### src/servo_write_packet_framer_defines.svh
// ---------------------------------------------------------------------------
// Servo write packet framer assertion macros
// Concurrent assertion wrappers on i_clk, removed for synthesis.
// ---------------------------------------------------------------------------
`ifndef SERVO_WRITE_PACKET_FRAMER_DEFINES_SVH
`define SERVO_WRITE_PACKET_FRAMER_DEFINES_SVH
`ifndef SYNTHESIS
// Checked outside reset only.
`define SWPF_ASSERT(lbl, prop) lbl: assert property (@(posedge i_clk) disable iff (!i_rst_n) \
    prop) else $error("swpf assertion failed");
// Checked at every edge, reset included.
`define SWPF_ASSERT_ALWAYS(lbl, prop) lbl: assert property (@(posedge i_clk) \
    prop) else $error("swpf assertion failed");
`else
`define SWPF_ASSERT(lbl, prop)
`define SWPF_ASSERT_ALWAYS(lbl, prop)
`endif
`endif

### src/swpf_pkg.sv
// ---------------------------------------------------------------------------
// Servo write packet framer package
// Payload types, control word format, microcode table and CRC step.
// ---------------------------------------------------------------------------
`timescale 1ns / 1ps

package swpf_pkg;

    // Request and result payloads.
    typedef struct packed {
        logic [15:0] reg_address;
        logic [31:0] data_value;
        logic [2:0]  byte_count;
    } t_in_req;

    typedef struct packed {
        logic [7:0] out_byte;
        logic       last;
    } t_out_byte;

    // Byte source selected by a control word.
    typedef enum logic [2:0] {
        SRC_CONST,
        SRC_ID,
        SRC_LEN,
        SRC_ADDR_LO,
        SRC_ADDR_HI,
        SRC_DATA,
        SRC_CRC_LO,
        SRC_CRC_HI
    } t_src;

    // One microcode word.
    typedef struct packed {
        t_src       src;
        logic [7:0] cbyte;
        logic       feed;
        logic       loop;
        logic       last;
    } t_ctrl;

    localparam logic [7:0]  HDR_FF      = 8'hFF;
    localparam logic [7:0]  HDR_FD      = 8'hFD;
    localparam logic [7:0]  WRITE_INSTR = 8'h03;
    localparam logic [7:0]  LEN_EXTRA   = 8'd5;
    localparam logic [15:0] CRC_POLY    = 16'h8005;
    localparam logic [15:0] CRC_TOP     = 16'h8000;
    localparam logic [3:0]  STEP_FIRST  = 4'd0;
    localparam logic [3:0]  STEP_LAST   = 4'd12;
    localparam logic [2:0]  REG_SERVO_ID = 3'd0;

    // Microcode program, one word per packet byte position; the data word serves every data byte.
    function automatic t_ctrl ucode_word(input logic [3:0] pc);
        t_ctrl w;
        w = '{src: SRC_CONST, cbyte: 8'h00, feed: 1'b1, loop: 1'b0, last: 1'b0};
        case (pc)
            4'd0:  w.cbyte = HDR_FF;
            4'd1:  w.cbyte = HDR_FF;
            4'd2:  w.cbyte = HDR_FD;
            4'd3:  w.cbyte = 8'h00;
            4'd4:  w.src   = SRC_ID;
            4'd5:  w.src   = SRC_LEN;
            4'd6:  w.cbyte = 8'h00;
            4'd7:  w.cbyte = WRITE_INSTR;
            4'd8:  w.src   = SRC_ADDR_LO;
            4'd9:  w.src   = SRC_ADDR_HI;
            4'd10: begin
                w.src  = SRC_DATA;
                w.loop = 1'b1;
            end
            4'd11: begin
                w.src  = SRC_CRC_LO;
                w.feed = 1'b0;
            end
            4'd12: begin
                w.src  = SRC_CRC_HI;
                w.feed = 1'b0;
                w.last = 1'b1;
            end
            default: w.feed = 1'b0;
        endcase
        return w;
    endfunction

    // CRC-16, polynomial 0x8005, MSB first, one byte.
    function automatic logic [15:0] crc_feed(input logic [15:0] crc, input logic [7:0] b);
        logic [15:0] c;
        c = crc ^ {b, 8'h00};
        for (int k = 0; k < 8; k++) begin
            if ((c & CRC_TOP) != 16'h0000) begin
                c = {c[14:0], 1'b0} ^ CRC_POLY;
            end else begin
                c = {c[14:0], 1'b0};
            end
        end
        return c;
    endfunction

endpackage

### src/swpf_sequencer.sv
// ---------------------------------------------------------------------------
// Servo write packet framer sequencer
// Step counter over the microcode table with a data byte loop.
// ---------------------------------------------------------------------------
`timescale 1ns / 1ps

module swpf_sequencer
    import swpf_pkg::*;
#(
    parameter int DW = 2,
    parameter int CW = 3
) (
    input  logic          i_clk,
    input  logic          i_rst_n,
    input  logic          i_start,
    input  logic          i_out_free,
    input  logic [CW-1:0] i_count,
    output t_ctrl         o_ctrl,
    output logic          o_step,
    output logic          o_busy,
    output logic [DW-1:0] o_didx
);

    logic          r_busy, n_busy;
    logic [3:0]    r_pc, n_pc;
    logic [DW-1:0] r_didx, n_didx;
    t_ctrl         w_ctrl;
    logic          w_step;
    logic          w_more;
    logic [CW-1:0] w_cnt_m1;

    assign w_ctrl   = ucode_word(r_pc);
    assign w_step   = r_busy && i_out_free;
    assign w_cnt_m1 = i_count - CW'(1);
    assign w_more   = r_didx != DW'(w_cnt_m1);

    // Next step: hold the data word while bytes remain, else advance.
    always_comb begin
        n_busy = r_busy;
        n_pc   = r_pc;
        n_didx = r_didx;
        if (i_start) begin
            n_busy = 1'b1;
            n_pc   = STEP_FIRST;
            n_didx = '0;
        end else if (w_step) begin
            if (w_ctrl.loop && w_more) begin
                n_didx = r_didx + DW'(1);
            end else begin
                n_pc = r_pc + 4'd1;
            end
            if (w_ctrl.last) begin
                n_busy = 1'b0;
            end
        end
    end

    // Sequencer registers.
    always_ff @(posedge i_clk) begin
        if (!i_rst_n) begin
            r_busy <= 1'b0;
            r_pc   <= STEP_FIRST;
            r_didx <= '0;
        end else begin
            r_busy <= n_busy;
            r_pc   <= n_pc;
            r_didx <= n_didx;
        end
    end

    assign o_ctrl = w_ctrl;
    assign o_step = w_step;
    assign o_busy = r_busy;
    assign o_didx = r_didx;

endmodule

### src/swpf_datapath.sv
// ---------------------------------------------------------------------------
// Servo write packet framer datapath
// Holds the request, selects each packet byte and runs the CRC.
// ---------------------------------------------------------------------------
`timescale 1ns / 1ps

module swpf_datapath
    import swpf_pkg::*;
#(
    parameter int MAX_DATA_BYTES = 4,
    parameter int DW = 2,
    parameter int CW = 3
) (
    input  logic          i_clk,
    input  logic          i_start,
    input  t_in_req       i_req,
    input  logic          i_step,
    input  t_ctrl         i_ctrl,
    input  logic [DW-1:0] i_didx,
    input  logic [7:0]    i_servo_id,
    output logic [CW-1:0] o_count,
    output logic [7:0]    o_byte
);

    logic [15:0]   r_addr;
    logic [31:0]   r_data;
    logic [CW-1:0] r_count;
    logic [15:0]   r_crc;
    logic [3:0]    w_cnt4;
    logic [31:0]   w_shift;
    logic [7:0]    w_byte;

    // Clamp the byte count to one through the maximum.
    always_comb begin
        w_cnt4 = {1'b0, i_req.byte_count};
        if (w_cnt4 == 4'd0) begin
            w_cnt4 = 4'd1;
        end else if (w_cnt4 > 4'(MAX_DATA_BYTES)) begin
            w_cnt4 = 4'(MAX_DATA_BYTES);
        end
    end

    // Data bytes past the 32-bit word shift out as zero.
    assign w_shift = r_data >> {i_didx, 3'b000};

    // Byte source select.
    always_comb begin
        case (i_ctrl.src)
            SRC_CONST:   w_byte = i_ctrl.cbyte;
            SRC_ID:      w_byte = i_servo_id;
            SRC_LEN:     w_byte = 8'(r_count) + LEN_EXTRA;
            SRC_ADDR_LO: w_byte = r_addr[7:0];
            SRC_ADDR_HI: w_byte = r_addr[15:8];
            SRC_DATA:    w_byte = w_shift[7:0];
            SRC_CRC_LO:  w_byte = r_crc[7:0];
            SRC_CRC_HI:  w_byte = r_crc[15:8];
            default:     w_byte = 8'h00;
        endcase
    end

    // Request capture and running CRC.
    always_ff @(posedge i_clk) begin
        if (i_start) begin
            r_addr  <= i_req.reg_address;
            r_data  <= i_req.data_value;
            r_count <= CW'(w_cnt4);
            r_crc   <= 16'h0000;
        end else if (i_step && i_ctrl.feed) begin
            r_crc <= crc_feed(r_crc, w_byte);
        end
    end

    assign o_count = r_count;
    assign o_byte  = w_byte;

endmodule

### src/servo_write_packet_framer.sv
// ---------------------------------------------------------------------------
// Servo write packet framer
// Turns one register-write request into a framed, CRC-protected byte stream.
// ---------------------------------------------------------------------------
// Usage:
// A request on the input channel carries address, data and byte count. The
// output channel returns the packet one byte per transfer, header first and
// the CRC high byte flagged as last; that packet is 13 to 12+MAX_DATA_BYTES
// bytes long (16 at the default).
// The servo ID is written over the APB port at address 0; it reads back.
// After input acceptance, the sequencer registers the start before the first byte steps into the output register.
// With the receiver always ready, one byte leaves per cycle: the microcode
// step counter walks the packet in clamped byte_count + 12 steps, and the
// input is free again in the cycle after the last step. The next request is
// taken while the last byte still sits in the output register.
// If the receiver stalls, the sequencer holds its step and the output byte
// holds until taken.
// Reset clears the sequencer and the output valid flag and sets the servo ID
// to 1.
// ---------------------------------------------------------------------------
`timescale 1ns / 1ps
`include "servo_write_packet_framer_defines.svh"

module servo_write_packet_framer
    import swpf_pkg::*;
#(
    parameter int MAX_DATA_BYTES = 4
) (
    input  logic        i_clk,
    input  logic        i_rst_n,
    input  logic        i_in_valid,
    output logic        o_in_ready,
    input  t_in_req     i_in_data,
    output logic        o_out_valid,
    input  logic        i_out_ready,
    output t_out_byte   o_out_data,
    input  logic        psel,
    input  logic        penable,
    input  logic        pwrite,
    input  logic [2:0]  paddr,
    input  logic [31:0] pwdata,
    output logic [31:0] prdata,
    output logic        pready
);

    localparam int DW = (MAX_DATA_BYTES > 1) ? $clog2(MAX_DATA_BYTES) : 1;
    localparam int CW = $clog2(MAX_DATA_BYTES + 1);

    logic [7:0]    r_id;
    logic          r_out_valid;
    t_out_byte     r_out_data;
    logic          w_start;
    logic          w_out_free;
    logic          w_step;
    logic          w_busy;
    t_ctrl         w_ctrl;
    logic [DW-1:0] w_didx;
    logic [CW-1:0] w_count;
    logic [7:0]    w_byte;
    logic          w_cfg_wr;

    assign o_in_ready = !w_busy;
    assign w_start    = i_in_valid && !w_busy;
    assign w_out_free = !r_out_valid || i_out_ready;

    // Configuration write and read.
    assign pready   = 1'b1;
    assign w_cfg_wr = psel && penable && pwrite && (paddr == REG_SERVO_ID);
    assign prdata   = (paddr == REG_SERVO_ID) ? {24'h0, r_id} : 32'h0;

    always_ff @(posedge i_clk) begin
        if (!i_rst_n) begin
            r_id <= 8'd1;
        end else if (w_cfg_wr) begin
            r_id <= pwdata[7:0];
        end
    end

    swpf_sequencer #(
        .DW(DW),
        .CW(CW)
    ) u_seq (
        .i_clk      (i_clk),
        .i_rst_n    (i_rst_n),
        .i_start    (w_start),
        .i_out_free (w_out_free),
        .i_count    (w_count),
        .o_ctrl     (w_ctrl),
        .o_step     (w_step),
        .o_busy     (w_busy),
        .o_didx     (w_didx)
    );

    swpf_datapath #(
        .MAX_DATA_BYTES(MAX_DATA_BYTES),
        .DW(DW),
        .CW(CW)
    ) u_dp (
        .i_clk      (i_clk),
        .i_start    (w_start),
        .i_req      (i_in_data),
        .i_step     (w_step),
        .i_ctrl     (w_ctrl),
        .i_didx     (w_didx),
        .i_servo_id (r_id),
        .o_count    (w_count),
        .o_byte     (w_byte)
    );

    // Output register.
    always_ff @(posedge i_clk) begin
        if (!i_rst_n) begin
            r_out_valid <= 1'b0;
        end else if (w_step) begin
            r_out_valid <= 1'b1;
        end else if (i_out_ready) begin
            r_out_valid <= 1'b0;
        end
    end

    always_ff @(posedge i_clk) begin
        if (w_step) begin
            r_out_data <= '{out_byte: w_byte, last: w_ctrl.last};
        end
    end

    assign o_out_valid = r_out_valid;
    assign o_out_data  = r_out_data;

    // An accepted request makes the block busy on the next cycle.
    `SWPF_ASSERT(a_start_busy, (i_in_valid && o_in_ready) |=> !o_in_ready)
    // The final byte step frees the input side.
    `SWPF_ASSERT(a_last_frees, (w_step && w_ctrl.last) |=> o_in_ready)
    // A waiting output byte is never overwritten.
    `SWPF_ASSERT(a_no_overwrite, (r_out_valid && !i_out_ready) |-> !w_step)
    // No request is taken while the sequencer is running.
    `SWPF_ASSERT_ALWAYS(a_no_start_busy, !(w_start && w_busy))
    // A completed configuration write lands in the servo ID register.
    `SWPF_ASSERT(a_cfg_access, w_cfg_wr |=> (r_id == $past(pwdata[7:0])))

endmodule
### config.mk
export PLATFORM = sky130hd
export DESIGN_NAME = servo_write_packet_framer
export DESIGN_NICKNAME = d
export VERILOG_FILES = /design/src/swpf_pkg.sv /design/src/swpf_sequencer.sv /design/src/swpf_datapath.sv /design/src/servo_write_packet_framer.sv
export VERILOG_INCLUDE_DIRS = /design/src /design/src/src
export SDC_FILE = /design/constraint.sdc
export NUM_CORES = 1
export LEC_CHECK = 0
export ABC_AREA = 1
export BUFFER_PORTS_ARGS = -buffer_cell sky130_fd_sc_hd__buf_4
export CORE_UTILIZATION = 55
export CTS_BUF_LIST = sky130_fd_sc_hd__clkbuf_8
export DETAILED_ROUTE_END_ITERATION = 8
export PLACE_DENSITY = 0.93
export REMOVE_ABC_BUFFERS = 1
export SKIP_LAST_GASP = 1
export SYNTH_ARGS = -nofsm -noshare
export SYNTH_HDL_FRONTEND = slang
export SYNTH_SLANG_ARGS = --single-unit
### constraint.sdc
create_clock -name i_clk -period 4.5 [get_ports i_clk]
set_clock_uncertainty 0.15 [all_clocks]
set_input_delay 0.675 -clock i_clk [delete_from_list [all_inputs] [get_ports i_clk]]
set_output_delay 0.675 -clock i_clk [all_outputs]
set_load 0.02 [all_outputs]
* Word level (Yosys, flattened, before mapping) *
Cells that the tools add are included.

operators by class
  add/sub/neg operators = 4
  reduce and logical (&&, ||, !) cells = 24
  shifts and indexed selects = 1
  mux-type cells = 35
  eq/ne operators = 20
  bitwise logic cells = 11
  order comparisons = 1

operator list
  operator                                                          count
  16-bit 2-to-1 mux                                                 22
  8-bit case mux with 8 select lines                                1
  32-bit by 5-bit right shift with 8-bit output                     1
  3-bit NOT                                                         8
  8-bit case mux with 3 select lines                                1
  3-bit case mux with 7 select lines                                1
  4-bit == test (second input constant)                             5
  4-bit by 3-bit == test with 1-bit output (second input constant)  4
  16-bit bitwise XOR                                                1
  3-bit == test (second input constant)                             4
  11-bit OR reduction                                               1
  3-bit zero test                                                   3
  4-bit by 2-bit == test with 1-bit output (second input constant)  2
  1-bit 2-to-1 mux                                                  8
  8-bit 2-to-1 mux                                                  1
  1-bit logical AND                                                 7
  3-bit by 2-bit == test with 1-bit output (second input constant)  2
  2-bit AND reduction                                               3
  2-bit nonzero test                                                3
  2-bit OR reduction                                                3
  3-bit by 3-bit adder with 4-bit output (second input constant)    1
  4-bit by 1-bit adder with 4-bit output (second input constant)    1
  4-bit by 1-bit == test with 1-bit output (second input constant)  1
  4-bit zero test                                                   1
  9 further kinds                                                   11

word-level totals
  output and inout port bits = 44
  word-level logic and storage cells = 108
  input bits = 93
  bits in registers = 92

* Longest topological paths before layout *
Gate-level depths: netlist of the first run.

  depth in word-level cells = 35
  depth in mapped cells = 25
  mapped depth without buffers = 25

* Cells and area by module *
A second synthesis of the first run with hierarchy kept.

second synthesis, totals
  cells, all modules = 643
  area, all modules = 5,218.8 sq um

by module, submodules not included
  module                     area an instance (sq um)  instances  cells an instance  sequential area each (sq um)
  swpf_datapath              3,607.2                   1          428                1,851.8
  servo_write_packet_framer  952.2                     1          116                450.4
  swpf_sequencer             659.4                     1          99                 140.1

* Worst setup path before layout of the first run *
No wires, ideal clock.

  kind = in2reg
  from = input i_in_valid
  to = register u_seq.r_didx[1], in the netlist u_seq.o_didx[1]
  data arrival time = 2.814 ns
  buffers on the path = 0
  required time = 4.280 ns
  cell stages on the path = 5
  library setup time = 0.070 ns
  setup slack = 1.466 ns
  cell sequence = nand2_1 > clkinv_1 > nor2_1 > o21ai_0 > a21oi_1

between the ends
  longest elaborated chain between the ends = 2

RTL lines
  what                                 line                             RTL
  start, declared                      servo_write_packet_framer.sv:31  input logic i_in_valid,
  1-bit logical AND                    servo_write_packet_framer.sv:63  assign w_start = i_in_valid && !w_busy;
  net u_dp.i_start                     swpf_datapath.sv:15              input logic i_start,
  2-bit OR reduction (no source line)  --
  end signal, assigned                 swpf_sequencer.sv:67             r_didx <= n_didx;
  end, declared                        swpf_sequencer.sv:26             logic [DW-1:0] r_didx, n_didx;

The timed path passes the listed nets, and every way through them passes these cells.
A chain may end at the register's enable or synchronous reset.

* Final worst setup path of the first run *
  from = register u_seq.r_pc[0]
  to = register u_dp.r_crc[15]

between the ends
  longest elaborated chain between the ends = 28
  elaborated cells between the ends (all ways) = 58
  classes of those cells = 19 x eq/ne; 26 x mux; 8 x bitwise; 5 x reduce/logical

RTL lines
  what                                                                      line                                      RTL
  start, declared                                                           swpf_sequencer.sv:25                      logic [3:0] r_pc, n_pc;
  start signal, assigned                                                    swpf_sequencer.sv:66                      r_pc <= n_pc;
  4-bit == test (tied with other cells)                                     swpf_pkg.sv:56                            case (pc)
  3-bit case mux with 7 select lines or 2-bit OR reduction (tied branches)  --
  3-bit == test (tied with other cells)                                     swpf_datapath.sv:48                       case (i_ctrl.src)
  8-bit case mux with 8 select lines                                        swpf_datapath.sv:48
  16-bit bitwise XOR                                                        swpf_pkg.sv:88                            c = crc ^ {b, 8'h00};
  16-bit 2-to-1 mux or 3-bit NOT (tied branches)                            --
  16-bit 2-to-1 mux, on equally long branches                               swpf_datapath.sv:68, swpf_pkg.sv:90
  16-bit 2-to-1 mux, on equally long branches                               swpf_datapath.sv:63, swpf_datapath.sv:68
  (+12 left out)                                                            --
  16-bit 2-to-1 mux (tied with other cells)                                 swpf_pkg.sv:90                            if ((c & CRC_TOP) != 16'h0000) begin
  16-bit 2-to-1 mux, on equally long branches                               swpf_datapath.sv:68, swpf_pkg.sv:90
  16-bit 2-to-1 mux, on equally long branches                               swpf_datapath.sv:63, swpf_datapath.sv:68
  3-bit NOT (no source line) or 16-bit 2-to-1 mux (tied branches)           --
  16-bit 2-to-1 mux                                                         swpf_pkg.sv:90
  16-bit 2-to-1 mux                                                         swpf_datapath.sv:68                       end else if (i_step && i_ctrl.feed) begin
  16-bit 2-to-1 mux                                                         swpf_datapath.sv:63                       if (i_start) begin
  16-bit 2-to-1 mux                                                         swpf_pkg.sv:90
  end signal, assigned                                                      swpf_datapath.sv:69                       r_crc <= crc_feed(r_crc, w_byte);
  end, declared                                                             swpf_datapath.sv:28                       logic [15:0] r_crc;

Several ways; a longest one is shown, not always the timed one. The select of a mux whose other input is x is not followed.

==> results.json, run 1 <==
{
  "gp_congestion": 0.928,
  "placed_area_mm2": 0.00568,
  "fp.dieW_um": 98.4,
  "drt_iter0_drc": 347,
  "drive_gt1_share_pct": 22.7,
  "ys.flop_type": "edfxtp_1",
  "cpMaxStageDelayCell": "dfxtp_1",
  "clockRootBuffer": "clkbuf_8",
  "vias": 4324,
  "antenna_found_initial": 0,
  "synth_most_common_cell": "nand2_1",
  "syn2layout_area_growth_pct": 14.8,
  "netlist-cell-type-count": 37,
  "violations": "DRC",
  "min_period_over_period_pct": 78.1,
  "path_max_fanout": 19,
  "ys_top_cells_by_area": "edfxtp_1 (35%), dfxtp_1 (13%), nand2_1 (8.0%), inv_1 (5.4%), nand3_1 (4.6%)",
  "slew_violations": 0,
  "cts-buffers-inserted": 9,
  "post_drt_wl_per_cell_um": 14.2,
  "ys_top_cells_by_count": "nand2_1 (109), inv_1 (74), edfxtp_1 (60), nor2_1 (52), nand3_1 (47)",
  "post-place-ws_ns": 1.10,
  "irDropWorstVdd_mv": 0.195,
  "grt_use_total_pct": 24.6,
  "synth_top_area_cell": "edfxtp_1",
  "grt_pass1_wl_um": 18500,
  "cts_tree": "done",
  "synth_seq_area_share_pct": 47.7,
  "finalPower_mw": 1.97,
  "io_pins": 137,
  "via_per_inst": 5.43,
  "ant_nets": 0,
  "synth.avg_cell_area_um2": 8.48,
  "insertion_delay_ns": 0.37,
  "clock_sinks": 92,
  "h-tree-depth": 3,
  "p_leak_nw": 2.63,
  "cp_data_required_time_ns": 4.62,
  "critPathArrivalTime_ns": 3.64,
  "period_needed_ns": 3.51,
  "fin_area_mm2": 0.00587,
  "cts_resized": 0,
  "synthCells": 603,
  "dp_hpwl_um": 8340,
  "synth_edf_count": 60,
  "die_h_um": 98.4,
  "hold_path_class": "in -> reg",
  "rsz0062_at_grt": "false",
  "start_util_pct": 57.8,
  "worst_pin_slew_ns": 0.738,
  "timing.fmax_mhz": 285,
  "diodes": 0,
  "rows": 34,
  "setup_viol": 0,
  "cp-end-kind": "flop",
  "first_pass_iters": 9,
  "drc": 13,
  "p_per_area_mw_per_mm2": 335,
  "hold_violations": 0,
  "yosysWarningCount": 0,
  "grt_max_degree": 35,
  "setup_ws_ns": 0.986,
  "slew_headroom_pct": 50.7,
  "synthArstFlopShare_pct": 0,
  "grt_pass1_vias": 3997,
  "grt-ovfl-total": 0,
  "cts_hold_buf": 0,
  "fin_nets": 783,
  "synthDominantCellAreaShare_pct": 35.2,
  "place.port_buffers": 87,
  "tns_ns": 0,
  "maxCapViolCount": 0,
  "cts_setup_buffers": 0,
  "die-area_mm2": 0.00969,
  "outcome": "complete, but fails checks",
  "coreArea_mm2": 0.00885,
  "path_cells": "inv_1 > ha_1 > nor2_1 > nor2_4 > nor2_4 > nand3_4 > inv_2 > nand3_4 > nand2_2 > nand2_1 > nand2_1 > nand2_1 > nand2_2 > nand2_1 > nand2_1 > nand2_2 > nand2_1 > nand2_1 > nand3_1 > nand3_1 > nand2_1 > inv_1",
  "cts_max_path_buffers": 2,
  "crit_type": "reg -> reg",
  "synth_area_mm2": 0.00512,
  "routed_wl_um": 11300,
  "yosys_register_bits": 92,
  "clkTransAtPathRegs_ns": 0.10,
  "startpoint_type": "flop",
  "cpPeakStageDelay_ns": 0.42,
  "crit_top_cell": "nand2_1"
}
## through the flow
stage,util (%),std cells,hold slack (ns)
after floorplan,-,583,0.294
after global placement,64.2,780,0.320
after detailed placement,64.2,780,0.340
after CTS,66.4,796,0.313
after global routing,66.4,796,0.301
final,66.4,796,0.320
## power breakdown
part,total (mW),leakage (nW),switching (mW),internal [mW]
registers,1.01,0.826,0.0377,0.972
logic,0.422,1.70,0.265,0.157
clock network,0.534,0.0995,0.319,0.215
## worst max-delay path, delay by kind of cell, from the launching register on
family                     cells  cell delay [ns]
buffers and inverters          3             0.28
DFF                            1             0.42
adders and majority gates      1             0.28
and+or+nand+nor               18             2.28
## metal layers
metal	track usage (%)	vias up	routed length (um)	part of all wire (%)
met5	0	-	0	0
met4	9.07	0	191	1.7
met3	5.39	26	973	8.6
met2	42.0	231	5440	48
met1	30.7	1959	4740	42
li1	-	2108	-	-
## layout by cell type (no fill, tap or decap), types with 3 or more instances in the layout
cell,n
o21ai_0,40
inv_8,3
nand2_1,109
nand3_2,6
a21oi_1,29
nand2_2,24
edfxtp_1,60
xor2_1,5
xnor2_1,5
dfxtp_1,32
nor3_1,3
nor2_4,5
buf_4,89
nand3_1,47
nand2_4,3
clkbuf_8,9
nor2_1,52
nand4_1,31
inv_2,5
inv_1,74
o211ai_1,3
conb_1,25
ha_1,7
## sequential cells by signal, summed over array words and instances, names as in the netlist
register	count
u_seq.r_pc	4
o_out_data	9
u_dp.r_addr	16
u_dp.o_count	3
o_out_valid	1
u_seq.o_didx	2
u_dp.r_data	32
u_seq.o_busy	1
u_dp.r_crc	16
r_id	8
## worst paths after layout
path                                     from              end  slack (ns)  cells past startpoint
worst max-delay path            u_seq.r_pc[0]   u_dp.r_crc[15]        0.99                     22
worst min register to register    o_out_valid      o_out_valid        0.35                      2
worst max register to register  u_seq.r_pc[0]   u_dp.r_crc[15]        0.99                     22
worst min-delay path            i_in_data[21]  u_dp.r_data[18]        0.32                      1
## logic make-up (layout without fill, tap and decap cells)
kind of cell / Yosys count / after routing / synth area share, %
other: 2 / 25 / 0.147
AND/OR/NAND/NOR: 286 / 286 / 27.8
AO/OA/AOI/OAI: 81 / 81 / 8.46
XOR/XNOR: 10 / 10 / 1.71
flip-flops: 92 / 92 / 47.7
buffers and inverters: 125 / 187 / 12.4
adder cells (fa/ha/maj): 7 / 7 / 1.71
## cell type report
| type | instances | area (um2) |
|---|---|---|
| sequential | 92 | 2440 |
| tap | 108 | 135 |
| inverter | 82 | 313 |
| clock buffer | 9 | 124 |
| fill | 678 | 2980 |
| multi-input combinational | 409 | 2130 |
| clock inverter | 7 | 65.1 |
| timing repair buffer | 89 | 668 |
(Power assumes the default switching activity.)
==> run 2: changes to the inputs <==
==> constraint.sdc (replaced) <==
create_clock -name i_clk -period 3.6 [get_ports i_clk]
set_clock_uncertainty 0.15 [all_clocks]
set_input_delay 0.54 -clock i_clk [delete_from_list [all_inputs] [get_ports i_clk]]
set_output_delay 0.54 -clock i_clk [all_outputs]
set_load 0.02 [all_outputs]
==> results.json, run 2 (synthesized netlist as in run 1, its figures left out) <==
{
  "wl_met3_um": 1010,
  "fin_area_mm2": 0.00590,
  "largest_reg_flops": 32,
  "irDropWorstVdd_mv": 0.261,
  "first_pass_iters": 9,
  "drive_gt1_share_pct": 23.1,
  "worst_pin_slew_ns": 0.619,
  "timing.fmax_mhz": 300,
  "largest_register": "u_dp.r_data",
  "placed_area_mm2": 0.00571,
  "ff2ff_path_depth": 24,
  "h-tree-depth": 3,
  "routed_wl_um": 11800,
  "cts_setup_buffers": 0,
  "grt_use_total_pct": 25.2,
  "cts_tree": "done",
  "grt-ovfl-total": 0,
  "ant_nets": 0,
  "die_h_um": 98.4,
  "path_max_fanout": 16,
  "finalPower_mw": 2.45,
  "startpoint_type": "flop",
  "period_needed_ns": 3.33,
  "grt_max_degree": 28,
  "cts_hold_buf": 0,
  "dr.max_layer_used": "met4",
  "final_cell_mix": "nand2_1 (109), buf_4 (93), inv_1 (74)",
  "rsz0062_at_grt": "false",
  "syn2layout_area_growth_pct": 15.2,
  "maxCapViolCount": 0,
  "p_leak_nw": 2.64,
  "vias": 4455,
  "via_per_inst": 5.57,
  "hold_path_class": "in -> reg",
  "cp_data_required_time_ns": 3.72,
  "setup_viol": 0,
  "crit_type": "reg -> reg",
  "fin_nets": 787,
  "post_drt_wl_per_cell_um": 14.8,
  "place.port_buffers": 87,
  "final_cells": 800,
  "wl_met1_um": 4750,
  "final_util_pct": 66.6,
  "cts-buffers-inserted": 9,
  "reg_top3": "u_dp.r_data (32), u_dp.r_addr (16), u_dp.r_crc (16)",
  "setup_ws_ns": 0.265,
  "cp-end-kind": "flop",
  "fp.dieW_um": 98.4,
  "coreArea_mm2": 0.00885,
  "p_per_area_mw_per_mm2": 415,
  "slew_violations": 0,
  "drt_iter0_drc": 483,
  "drc": 11,
  "insertion_delay_ns": 0.36,
  "dr_wl_met2_um": 5660,
  "gp_congestion": 0.948,
  "critPathArrivalTime_ns": 3.46,
  "hold_violations": 0,
  "cts_max_path_buffers": 2,
  "diodes": 0,
  "min_period_over_period_pct": 92.6,
  "tns_ns": 0,
  "clkTransAtPathRegs_ns": 0.10,
  "antenna_found_initial": 0,
  "clockRootBuffer": "clkbuf_8",
  "cts_resized": 0,
  "hold_ws_ns": 0.195,
  "outcome": "complete, but fails checks",
  "slew_headroom_pct": 58.7,
  "rows": 34,
  "final_common_cell": "nand2_1",
  "final.fill_count": 649,
  "die-area_mm2": 0.00969,
  "hold_depth": 1,
  "io_pins": 137,
  "grt_pass1_vias": 4146,
  "grt_pass1_wl_um": 19100,
  "start_util_pct": 57.8,
  "clock_sinks": 92,
  "post-place-ws_ns": 0.384,
  "dp_cells": 784,
  "violations": "DRC",
  "dp_hpwl_um": 8790
}
[run 2: layout make-up]
class / instances / area (um2) / area share [%]
sequential: 92 / 2440 / 41.4
multi-input combinational: 409 / 2130 / 36.1
timing repair buffer: 93 / 698 / 11.8
inverter: 82 / 313 / 5.31
tap: 108 / 135 / 2.29
clock buffer: 9 / 124 / 2.10
clock inverter: 7 / 57.6 / 0.976
[run 2: final timing paths]
path,from,endpoint,slack (ns)
max,u_seq.r_pc[0],u_dp.r_crc[15],0.27
min,i_in_data[25],u_dp.r_data[22],0.19
max reg2reg,u_seq.r_pc[0],u_dp.r_crc[15],0.27
min reg2reg,r_id[1],r_id[1],0.34
[run 2: report_power, final]
group | leakage [nW] | switching, mW | total, mW | internal, mW
Combinational | 1.72 | 0.331 | 0.530 | 0.199
Clock | 0.0938 | 0.388 | 0.651 | 0.263
Sequential | 0.826 | 0.0499 | 1.26 | 1.21
[run 2: worst max-delay path, cell delays in order, from the launching register on]
cell and delay, ns:
dfxtp_1 0.41, inv_1 0.11, ha_1 0.27, inv_1 0.11
nand2_1 0.07, nand2_2 0.15, nand3_2 0.32, nand3_1 0.21
nand2_1 0.11, nor2_1 0.14, nand2_1 0.12, nand2_1 0.11
nand2_1 0.08, nand2_2 0.09, nand2_1 0.06, nand2_2 0.09
nand2_1 0.06, nand2_1 0.09, nand2_2 0.07, nand2_1 0.08
nand2_1 0.07, nand3_1 0.08, nand3_1 0.08, nand2_1 0.07
inv_1 0.04
[run 2: per-layer routing]
layer  track usage (%)  vias up
li1                  -     2113
met1              32.1     2033
met2              41.9      271
met3              4.40       38
met4              12.1        0
met5                 0        -
==> run 3: changes to the inputs <==
==> constraint.sdc (replaced) <==
create_clock -name i_clk -period 3.8 [get_ports i_clk]
set_clock_uncertainty 0.15 [all_clocks]
set_input_delay 0.57 -clock i_clk [delete_from_list [all_inputs] [get_ports i_clk]]
set_output_delay 0.57 -clock i_clk [all_outputs]
set_load 0.02 [all_outputs]
==> results.json, run 3 (synthesized netlist as in run 1, its figures left out) <==
{
  "ant_nets": 0,
  "cts_resized": 0,
  "grt_pass1_wl_um": 19500,
  "place.port_buffers": 87,
  "startpoint_type": "flop",
  "final_cell_mix": "nand2_1 (109), buf_4 (90), inv_1 (74)",
  "violations": "DRC",
  "seqCellArea_mm2": 0.00244,
  "slew_violations": 0,
  "drive_gt1_share_pct": 22.8,
  "min_period_over_period_pct": 91.4,
  "gp_congestion": 0.905,
  "syn2layout_area_growth_pct": 15.1,
  "cp.depth": 22,
  "fp.dieW_um": 98.4,
  "routed_wl_um": 11800,
  "slew_headroom_pct": 59.9,
  "critPathLaunch": "u_seq.r_pc[0]",
  "cts_max_path_buffers": 2,
  "grtUsageMet1_pct": 32.5,
  "largest_register": "u_dp.r_data",
  "path_delay_family": "simple AND/OR/NAND/NOR gates",
  "die_h_um": 98.4,
  "io_pins": 137,
  "post_drt_wl_per_cell_um": 14.8,
  "grt_max_degree": 33,
  "ff2ff_path_depth": 22,
  "hold_violations": 0,
  "final_common_cell": "nand2_1",
  "fin_nets": 784,
  "outcome": "complete, but fails checks",
  "rsz0062_at_grt": "false",
  "cpMaxStageDelayCell": "dfxtp_1",
  "use_met3_pct": 5.18,
  "cts-buffers-inserted": 9,
  "crit_type": "reg -> reg",
  "maxCapViolCount": 0,
  "finalPower_mw": 2.35,
  "p_leak_nw": 2.63,
  "path_cells": "inv_1 > ha_1 > nor2_1 > nor2_4 > nor2_4 > nand3_4 > inv_2 > nand3_4 > nand2_1 > nand2_1 > nand2_2 > nand2_1 > nand2_1 > nand2_1 > nand2_1 > nand2_2 > nand2_1 > nand2_1 > nand3_1 > nand3_1 > nand2_1 > inv_1",
  "grt_pass1_vias": 4286,
  "via_per_inst": 5.54,
  "grt-busiest-layer": "met2",
  "largest_reg_flops": 32,
  "clockRootBuffer": "clkbuf_8",
  "reg_top3": "u_dp.r_data (32), u_dp.r_addr (16), u_dp.r_crc (16)",
  "timing.fmax_mhz": 288,
  "clkTransAtPathRegs_ns": 0.11,
  "cp_data_required_time_ns": 3.92,
  "hold_depth": 1,
  "path_max_fanout": 19,
  "drc": 14,
  "period_needed_ns": 3.47,
  "drt_iter0_drc": 313,
  "setup_ws_ns": 0.326,
  "cts_hold_buf": 0,
  "grt-ovfl-total": 0,
  "cpPeakStageDelay_ns": 0.43,
  "vias": 4412,
  "p_per_area_mw_per_mm2": 399,
  "setup_viol": 0,
  "cts_tree": "done",
  "clock_sinks": 92,
  "reg2reg_from": "u_seq.r_pc[0]",
  "cp-end-kind": "flop",
  "grt_use_total_pct": 25.5,
  "cts_setup_buffers": 0,
  "h-tree-depth": 3,
  "hold_path_class": "in -> reg",
  "grtUsageMet2_pct": 42.3,
  "post-place-ws_ns": 0.425,
  "tns_ns": 0,
  "final.fill_count": 690,
  "worst_pin_slew_ns": 0.600,
  "multi_input_area_mm2": 0.00213,
  "die-area_mm2": 0.00969,
  "rows": 34,
  "antenna_found_initial": 0,
  "crit_top_cell": "nand2_1",
  "diodes": 0,
  "first_pass_iters": 7,
  "crit_buf_inv": 3,
  "coreArea_mm2": 0.00885,
  "critPathArrivalTime_ns": 3.60,
  "insertion_delay_ns": 0.37,
  "irDropWorstVdd_mv": 0.248,
  "hp-start": "i_in_data[18]",
  "dp_hpwl_um": 8630,
  "start_util_pct": 57.8
}
[run 3: changes by cell type in the layout (fill, tap and decap cells not counted), sizes merged]
cell,delta
inv,+2
clkinvlp,-1
buf,-3
clkinv,-1
[run 3: metrics by stage]
step / cells / hold slack [ns] / util, % / cell area (um2)
2_1_floorplan: 583 / 0.294 / - / 4880
3_3_place_gp: 781 / 0.322 / 64.3 / 5690
3_5_place_dp: 781 / 0.338 / 64.3 / 5690
4_1_cts: 797 / 0.208 / 66.5 / 5890
5_1_grt: 797 / 0.194 / 66.5 / 5890
6_report: 797 / 0.216 / 66.5 / 5890
[run 3: power breakdown]
| group | leakage (nW) | switching (mW) | internal, mW |
|---|---|---|---|
| clock network | 0.102 | 0.396 | 0.262 |
| logic | 1.70 | 0.310 | 0.187 |
| registers | 0.826 | 0.0445 | 1.15 |
[run 3: path summary, 6_finish.rpt]
kind                     end  slack, ns
max           u_dp.r_crc[15]       0.33
min          u_dp.r_data[15]       0.22
max reg2reg   u_dp.r_crc[15]       0.33
min reg2reg      o_out_valid       0.35
[run 3: worst register-to-register path, cell delays in order (launching register included)]
cell and delay [ns]:
dfxtp_1 0.43, inv_1 0.11, ha_1 0.27, nor2_1 0.21
nor2_4 0.10, nor2_4 0.36, nand3_4 0.20, inv_2 0.12
nand3_4 0.23, nand2_1 0.23, nand2_1 0.08, nand2_2 0.09
nand2_1 0.06, nand2_1 0.10, nand2_1 0.06, nand2_1 0.10
nand2_2 0.07, nand2_1 0.07, nand2_1 0.06, nand3_1 0.08
nand3_1 0.08, nand2_1 0.08, inv_1 0.04
[run 3: cell type report]
| type | instances | share of cell area, % |
|---|---|---|
| clock buffer | 9 | 2.10 |
| clock inverter | 7 | 1.21 |
| inverter | 82 | 5.31 |
| multi-input combinational | 409 | 36.1 |
| sequential | 92 | 41.5 |
| tap | 108 | 2.30 |
| timing repair buffer | 90 | 11.5 |
[run 3: routing by layer]
layer	routed length, um	vias up	part of all wire [%]
met4	374	0	3.2
met2	5610	250	48
met3	988	33	8.4
met1	4810	2010	41
met5	0	-	0
li1	-	2119	-
